File: config.mk
export PLATFORM = sky130hd
export DESIGN_NAME = mvn_norm
export DESIGN_NICKNAME = d
export VERILOG_FILES = /design/src/design/mvn_pkg.sv /design/src/design/mvn_norm.sv
export SDC_FILE = /design/constraint.sdc
export NUM_CORES = 2
export LEC_CHECK = 0
export ABC_AREA = 1
export ABC_CLOCK_PERIOD_IN_PS = 17800
export BUFFER_PORTS_ARGS = -buffer_cell sky130_fd_sc_hd__buf_2
export CAP_MARGIN = 20
export CORE_ASPECT_RATIO = 0.9
export CORE_MARGIN = 4
export CORE_UTILIZATION = 45
export DETAILED_ROUTE_END_ITERATION = 16
export PLACE_DENSITY = 0.62
export REMOVE_ABC_BUFFERS = 1
export SYNTH_ARGS = -nofsm -noshare
export SYNTH_HDL_FRONTEND = slang
export SYNTH_SLANG_ARGS = --single-unit
File: constraint.sdc
create_clock -name aclk -period 17.8 [get_ports aclk]
set_clock_uncertainty 0.1 [all_clocks]
set_input_delay 3.56 -clock aclk [delete_from_list [all_inputs] [get_ports aclk]]
set_output_delay 3.56 -clock aclk [all_outputs]
set_load 0.01 [all_outputs]
File: src/design/mvn_pkg.sv
`timescale 1ns / 1ps

package mvn_pkg;

    localparam int VertexCount = 1024;
    localparam int IdxW        = 10;
    localparam int CoordW      = 16;
    localparam int SumW        = 24;
    localparam int NormW       = 16;

    localparam logic [1:0] OP_LOAD  = 2'd0;
    localparam logic [1:0] OP_TRI   = 2'd1;
    localparam logic [1:0] OP_READ  = 2'd2;
    localparam logic [1:0] OP_SPARE = 2'd3;

    localparam logic signed [SumW-1:0] SUM_MAX = 24'sd8388607;
    localparam logic signed [SumW-1:0] SUM_MIN = -24'sd8388608;

    // request to the normalising unit
    typedef struct packed {
        logic               start;
        logic signed [40:0] vx;
        logic signed [40:0] vy;
        logic signed [40:0] vz;
    } norm_req_t;

    typedef struct packed {
        logic                    done;
        logic                    zero;
        logic signed [NormW-1:0] nx;
        logic signed [NormW-1:0] ny;
        logic signed [NormW-1:0] nz;
    } norm_rsp_t;

    function automatic logic signed [SumW-1:0] sat_add(
        input logic signed [SumW-1:0]  acc,
        input logic signed [NormW-1:0] d
    );
        logic signed [SumW:0] r;
        r = {acc[SumW-1], acc} + {{(SumW+1-NormW){d[NormW-1]}}, d};
        if (r > $signed({SUM_MAX[SumW-1], SUM_MAX})) return SUM_MAX;
        if (r < $signed({SUM_MIN[SumW-1], SUM_MIN})) return SUM_MIN;
        return r[SumW-1:0];
    endfunction

endpackage

File: src/design/mvn_norm.sv
`timescale 1ns / 1ps

// Multi-cycle vector normaliser: align, square-sum, bit-serial sqrt,
// then three restoring divides one bit a cycle.
module mvn_norm (
    input  logic              aclk,
    input  logic              aresetn,
    input  mvn_pkg::norm_req_t req,
    output mvn_pkg::norm_rsp_t rsp
);

    typedef enum logic [3:0] {
        N_IDLE, N_SHR, N_SHL, N_SQ0, N_SQ1, N_SQ2, N_SQRT, N_DIV, N_DONE
    } nstate_t;

    nstate_t            state_reg;
    logic [40:0]        m_reg [3];
    logic [2:0]         neg_reg;
    logic [61:0]        s_reg;
    logic [61:0]        rem_reg;
    logic [31:0]        root_reg;
    logic [5:0]         cnt_reg;
    logic [1:0]         comp_reg;
    logic [44:0]        num_reg;
    logic [44:0]        dsh_reg;
    logic [15:0]        quo_reg;
    logic [15:0]        q_reg [3];
    logic [40:0]        mx;
    logic [59:0]        sq;
    logic [63:0]        trial;
    logic [63:0]        rem_sh;
    logic               dge;

    always_comb begin
        mx = m_reg[0];
        if (m_reg[1] > mx) mx = m_reg[1];
        if (m_reg[2] > mx) mx = m_reg[2];
        sq = m_reg[comp_reg][29:0] * m_reg[comp_reg][29:0];
        rem_sh = {rem_reg, s_reg[61:60]};
        trial = {30'd0, root_reg, 2'b01};
        dge = num_reg >= dsh_reg;
    end

    always_ff @(posedge aclk) begin
        if (!aresetn) begin
            state_reg <= N_IDLE;
            rsp.done  <= 1'b0;
        end else begin
            rsp.done <= (state_reg == N_DONE);
            unique case (state_reg)
                N_IDLE: begin
                    if (req.start) begin
                        m_reg[0] <= req.vx[40] ? 41'(-req.vx) : req.vx;
                        m_reg[1] <= req.vy[40] ? 41'(-req.vy) : req.vy;
                        m_reg[2] <= req.vz[40] ? 41'(-req.vz) : req.vz;
                        neg_reg  <= {req.vz[40], req.vy[40], req.vx[40]};
                        state_reg <= N_SHR;
                    end
                end
                N_SHR: begin
                    if (mx == '0) begin
                        rsp.zero <= 1'b1;
                        rsp.nx <= '0;
                        rsp.ny <= '0;
                        rsp.nz <= '0;
                        state_reg <= N_DONE;
                    end else if (mx >= 41'd1 << 30) begin
                        for (int i = 0; i < 3; i++) m_reg[i] <= m_reg[i] >> 1;
                    end else begin
                        state_reg <= N_SHL;
                    end
                end
                N_SHL: begin
                    if (mx < 41'd1 << 29) begin
                        for (int i = 0; i < 3; i++) m_reg[i] <= m_reg[i] << 1;
                    end else begin
                        s_reg    <= '0;
                        comp_reg <= 2'd0;
                        state_reg <= N_SQ0;
                    end
                end
                N_SQ0, N_SQ1, N_SQ2: begin
                    s_reg <= s_reg + 62'(sq);
                    if (comp_reg == 2'd2) begin
                        rem_reg  <= '0;
                        root_reg <= '0;
                        cnt_reg  <= 6'd30;
                        state_reg <= N_SQRT;
                    end else begin
                        comp_reg <= comp_reg + 2'd1;
                    end
                end
                N_SQRT: begin
                    // two radicand bits consumed, one root bit per cycle
                    s_reg <= s_reg << 2;
                    if (rem_sh >= trial) begin
                        rem_reg  <= 62'(rem_sh - trial);
                        root_reg <= {root_reg[30:0], 1'b1};
                    end else begin
                        rem_reg  <= 62'(rem_sh);
                        root_reg <= {root_reg[30:0], 1'b0};
                    end
                    if (cnt_reg == '0) begin
                        comp_reg <= 2'd0;
                        state_reg <= N_DIV;
                        cnt_reg  <= 6'd0;
                    end else begin
                        cnt_reg <= cnt_reg - 6'd1;
                    end
                end
                N_DIV: begin
                    if (cnt_reg == 6'd0) begin
                        dsh_reg  <= {root_reg[30:0], 14'd0};
                        num_reg  <= {1'b0, m_reg[comp_reg][29:0], 14'd0}
                                    + 45'(root_reg >> 1);
                        quo_reg  <= '0;
                        cnt_reg  <= 6'd1;
                    end else begin
                        // quotient < 2^15: divisor starts at d<<14, walks right
                        if (dge) num_reg <= num_reg - dsh_reg;
                        quo_reg <= {quo_reg[14:0], dge};
                        dsh_reg <= dsh_reg >> 1;
                        if (cnt_reg == 6'd15) begin
                            cnt_reg <= 6'd0;
                            q_reg[comp_reg] <= {quo_reg[14:0], dge};
                            if (comp_reg == 2'd2) state_reg <= N_DONE;
                            else comp_reg <= comp_reg + 2'd1;
                        end else begin
                            cnt_reg <= cnt_reg + 6'd1;
                        end
                    end
                end
                N_DONE: begin
                    state_reg <= N_IDLE;
                end
                default: state_reg <= N_IDLE;
            endcase
            if (state_reg == N_SHL) rsp.zero <= 1'b0;
            if (state_reg == N_DONE && !rsp.zero) begin
                rsp.nx <= neg_reg[0] ? -$signed(q_reg[0]) : $signed(q_reg[0]);
                rsp.ny <= neg_reg[1] ? -$signed(q_reg[1]) : $signed(q_reg[1]);
                rsp.nz <= neg_reg[2] ? -$signed(q_reg[2]) : $signed(q_reg[2]);
            end
        end
    end

endmodule

# ---- Word-level counts from Yosys, hierarchy flattened
# Memories as Yosys holds them, arrays and structs flattened. A register that Yosys moved wholly into a read port is not among the register bits.
# Index checks and enable logic that the tools add are counted.
# W data, S select, Z words.
dict set report word_totals {
  inputBits 126
  ff_bits 326
  out_inout_bits 50
  word_cells 156
  memories 2
  mem_bits_rw 171
}
# name depth word_bits read_ports rd_clocked_by_memory_dff write_ports line_no
set memory_table {}
lappend memory_table {m_reg 3 41 4 1 3 mvn_norm.sv:17} ;# logic [40:0] m_reg [3];
lappend memory_table {q_reg 3 16 3 0 1 mvn_norm.sv:27} ;# logic [15:0] q_reg [3];
dict set report op_classes {
  bitwise 6
  n_mux 68
  eq_ne 18
  magnitude_cmp 6
  addsub 13
  mul 1
  reduce_logical 25
}
# cell n
set op_table {}
lappend op_table {{$mux W41} 11}
lappend op_table {{$mux W62} 3}
lappend op_table {{$pmux W62 S3} 1}
lappend op_table {{$pmux W62 S2} 1}
lappend op_table {{$neg A41 Y41} 3}
lappend op_table {{$mux W49} 2}
lappend op_table {{$mux W45} 2}
lappend op_table {{$gt A41 B41 Y1} 2}
lappend op_table {{$ge A64 B34 Y1} 1}
lappend op_table {{$pmux W32 S2} 1}
lappend op_table {{$add A62 B60 Y62} 1}
lappend op_table {{$sub A62 B34 Y62} 1}
lappend op_table {{$mul A30 B30 Y60} 1}
lappend op_table {{$mux W16} 3}
lappend op_table {{$mux W48} 1}
lappend op_table {{$neg A16 Y16} 3}
lappend op_table {{$add A44 B31 Y45} 1}
lappend op_table {{$ge A45 B45 Y1} 1}
lappend op_table {{$sub A45 B45 Y45} 1}
lappend op_table {{$mux W44} 1}
lappend op_table {{$ge A41 B31 Y1 const B} 1}
lappend op_table {{$logic_not A41 Y1} 1}
lappend op_table {{$lt A41 B30 Y1 const B} 1}
lappend op_table {{$mux W4} 9}
lappend op_table {{31 further kinds} 84}

# ---- Logic depth before layout (Yosys ltp)
# An unclocked memory read counts as a cell.
dict set report logic_depth {
  word_depth 13
  ltp_mapped 44
  ltp_nobuf 41
}

# ---- Worst setup path before layout
# OpenSTA, ideal clock, no wires.
dict set report synth_timing {
  path_kind {input -> register}
  startpoint {in aresetn}
  endpoint {reg s_reg[0] (enable)}
  stages 3
  arrival_ns 8.398
  path_slack_ns 8.743
  setup_ns 0.558
  required_time_ns 17.142
  path_buffers 1
  cell_sequence {clkbuf_1 > inv_1 > nor3_1}
}
dict set report synth_via {
  elab_chain_cells 1
}
# item line_no
set synth_rtl {}
lappend synth_rtl {{start, declared} mvn_norm.sv:7} ;# input logic aresetn,
lappend synth_rtl {{$reduce_and A3 Y1 (no source line)} --}
lappend synth_rtl {{end signal, assigned} mvn_norm.sv:83} ;# s_reg <= s_reg + 62'(sq);
lappend synth_rtl {{end signal, assigned} mvn_norm.sv:95} ;# s_reg <= s_reg << 2;
lappend synth_rtl {{end, declared} mvn_norm.sv:19} ;# logic [61:0] s_reg;
# Every way passes these cells.
# A chain may end at the register's enable or synchronous reset.

==> qor.yml <==
root_buffer: "clkbuf_16"
grt-ovfl-total: 0
cts.sinks: 499
syn_inst: 7762
path_max_fanout: 22
reg2reg_depth: 30
synthToLayoutAreaGrowth_pct: 7.86
tightest_slew_ns: 1.22
synth_edf_count: 492
setup_tns_ns: 0
layout_setup_ws_ns: 7.60
ys.flop_type: "edfxtp_1"
arrival_ns: 10.50
yosys_warnings: 0
ys_seq_area_share_pct: 23.7
globalplace.congestion: 0.993
drive_gt1_share_pct: 5.89
preCtsSetupSlack_ns: 7.74
grt_pass1_vias: 52400
status: "completed"
hold_viol_final: 0
slew-limit-headroom_pct: 18.4
cts_inserted_buffers: 57
port_buffers: 175
path_clk_slew_ns: 0.06
grt_usage_pct: 27.0
crit_top_cell: "fa_1"
most-common-layout-cells: "1762 x inv_1, 1181 x nand2_1, 925 x nor2_1"
nets: 9204
pin_count: 176
antenna_found_initial: 11
crit_path_start_kind: "register"
drv_cap: 0
drcViolationCount: 0
vias: 52700
wirelength_um: 197000
timing.hold.ws_ns: 0.429
fp.dieH_um: 363
avgSynthCellArea_um2: 8.10
hold_depth: 2
dieWidth_um: 402
ctsHoldBuffers: 0
grt_max_degree: 99
synthArstFlopShare_pct: 0
rows: 129
cts_max_path_buffers: 3
post_cts.repair.setup_buffers: 0
dp.final_hpwl_um: 158000
slew_viol_final: 0
start_util_pct: 45.5
hold_class: "reg -> reg"
period_needed_ns: 10.20
clock.fmax_ghz: 0.0980
period_share_pct: 57.3
coreArea_um2: 138000
syn_area_um2: 62900
first_pass_iters: 6
synthDistinctLibCells: 66
rsz0062_at_grt: "false"
worstSkewPairLatency_ns: 0.70
slowest_delay_ns: 0.63
crit_required_ns: 18.10
htreeDepth: 2
antenna_left: 0
drt_first_iter_violations: 5338
critPathSlowestCell: "clkinv_1"
wl_per_cell_um: 20.2
ctsResizeCount: 0
grt_pass1_wl_um: 307000
viasPerCell: 5.39
end_kind: "register"
largest_reg_flops: 123
ys_ff_latch: 499
dieArea_um2: 146000
setup_violations: 0
final_common_cell: "inv_1"
cts_tree: "done"
critPathKind: "reg -> reg"
==> worst max-delay path, delay by kind of cell (launching register included) <==
| family | cells | cell delay (ns) |
|---|---|---|
| buffers and inverters | 8 | 2.34 |
| AOI/OAI and AO/OA | 5 | 1.18 |
| DFF | 1 | 0.51 |
| and+or+nand+nor | 8 | 1.59 |
| adders and majority gates | 9 | 4.19 |
==> final cells by class <==
cell class	count	area, um2
Fill cell	13600	70300
Multi-Input combinational cell	5256	40400
Sequential cell	499	14900
Inverter	1794	6740
Tap cell	1834	2290
Timing Repair Buffer	264	1540
Clock buffer	63	1470
Clock inverter	41	482
Antenna cell	9	22.5
==> synthesized netlist by cell type (all sizes together), types with 4 or more instances <==
| cell type | count | area share, % |
|---|---|---|
| nor2 | 934 | 5.6 |
| o221ai | 5 | 0.070 |
| o21ai | 531 | 4.2 |
| a211oi | 7 | 0.084 |
| a31oi | 61 | 0.61 |
| edfxtp | 492 | 23 |
| nor4 | 36 | 0.40 |
| a221oi | 4 | 0.056 |
| xnor2 | 93 | 1.3 |
| nand3b | 20 | 0.24 |
| nand4 | 56 | 0.56 |
| or2 | 32 | 0.32 |
| nand2 | 1190 | 7.2 |
| o21a | 31 | 0.37 |
| a21boi | 7 | 0.084 |
| inv | 1780 | 11 |
| a21oi | 447 | 3.6 |
| a21o | 17 | 0.20 |
| o211ai | 53 | 0.71 |
| a32o | 5 | 0.080 |
| nor3b | 6 | 0.072 |
| nor3 | 95 | 0.77 |
| o31ai | 11 | 0.13 |
| fa | 766 | 24 |
| and2 | 10 | 0.099 |
| clkbuf | 144 | 0.86 |
| clkinv | 14 | 0.086 |
| buf | 69 | 0.65 |
| nand3 | 230 | 1.9 |
| ha | 440 | 8.8 |
| xor2 | 123 | 1.7 |
| and3 | 8 | 0.080 |
| dfxtp | 7 | 0.22 |
| o22ai | 18 | 0.18 |
==> metal layers <==
layer  track usage [%]  wire, um
met1              39.7     88000
met2              40.4     84600
met3              5.43     18600
met4              7.39      5970
met5                 0        13
==> path summary, 6_finish.rpt <==
path	start	to	slack, ns
max	register	s_reg[56]	7.60
min	state_reg[2]	state_reg[2]	0.43
max reg2reg	register	s_reg[56]	7.60
min reg2reg	state_reg[2]	state_reg[2]	0.43
==> through the flow <==
step	instances	cell area (um2)	utilization, %
final	9760	67800	49.1
after global routing	9757	67800	49.1
after CTS	9751	67800	49.1
after detailed placement	9647	65900	47.7
after global placement	9647	65900	47.7
after floorplan	7549	61900	-
==> logic make-up after synthesis <==
group / synth area share [%]
AND/OR/NAND/NOR: 17.3
buffers and inverters: 12.2
AO/OA/AOI/OAI: 10.6
adder cells (fa/ha/maj): 33.1
flip-flops: 23.7
XOR/XNOR: 3.01
multiplexers: 0.0179
Power is not shown: default switching activity piles up to over one toggle a cycle in this logic, so the estimate is an artifact.
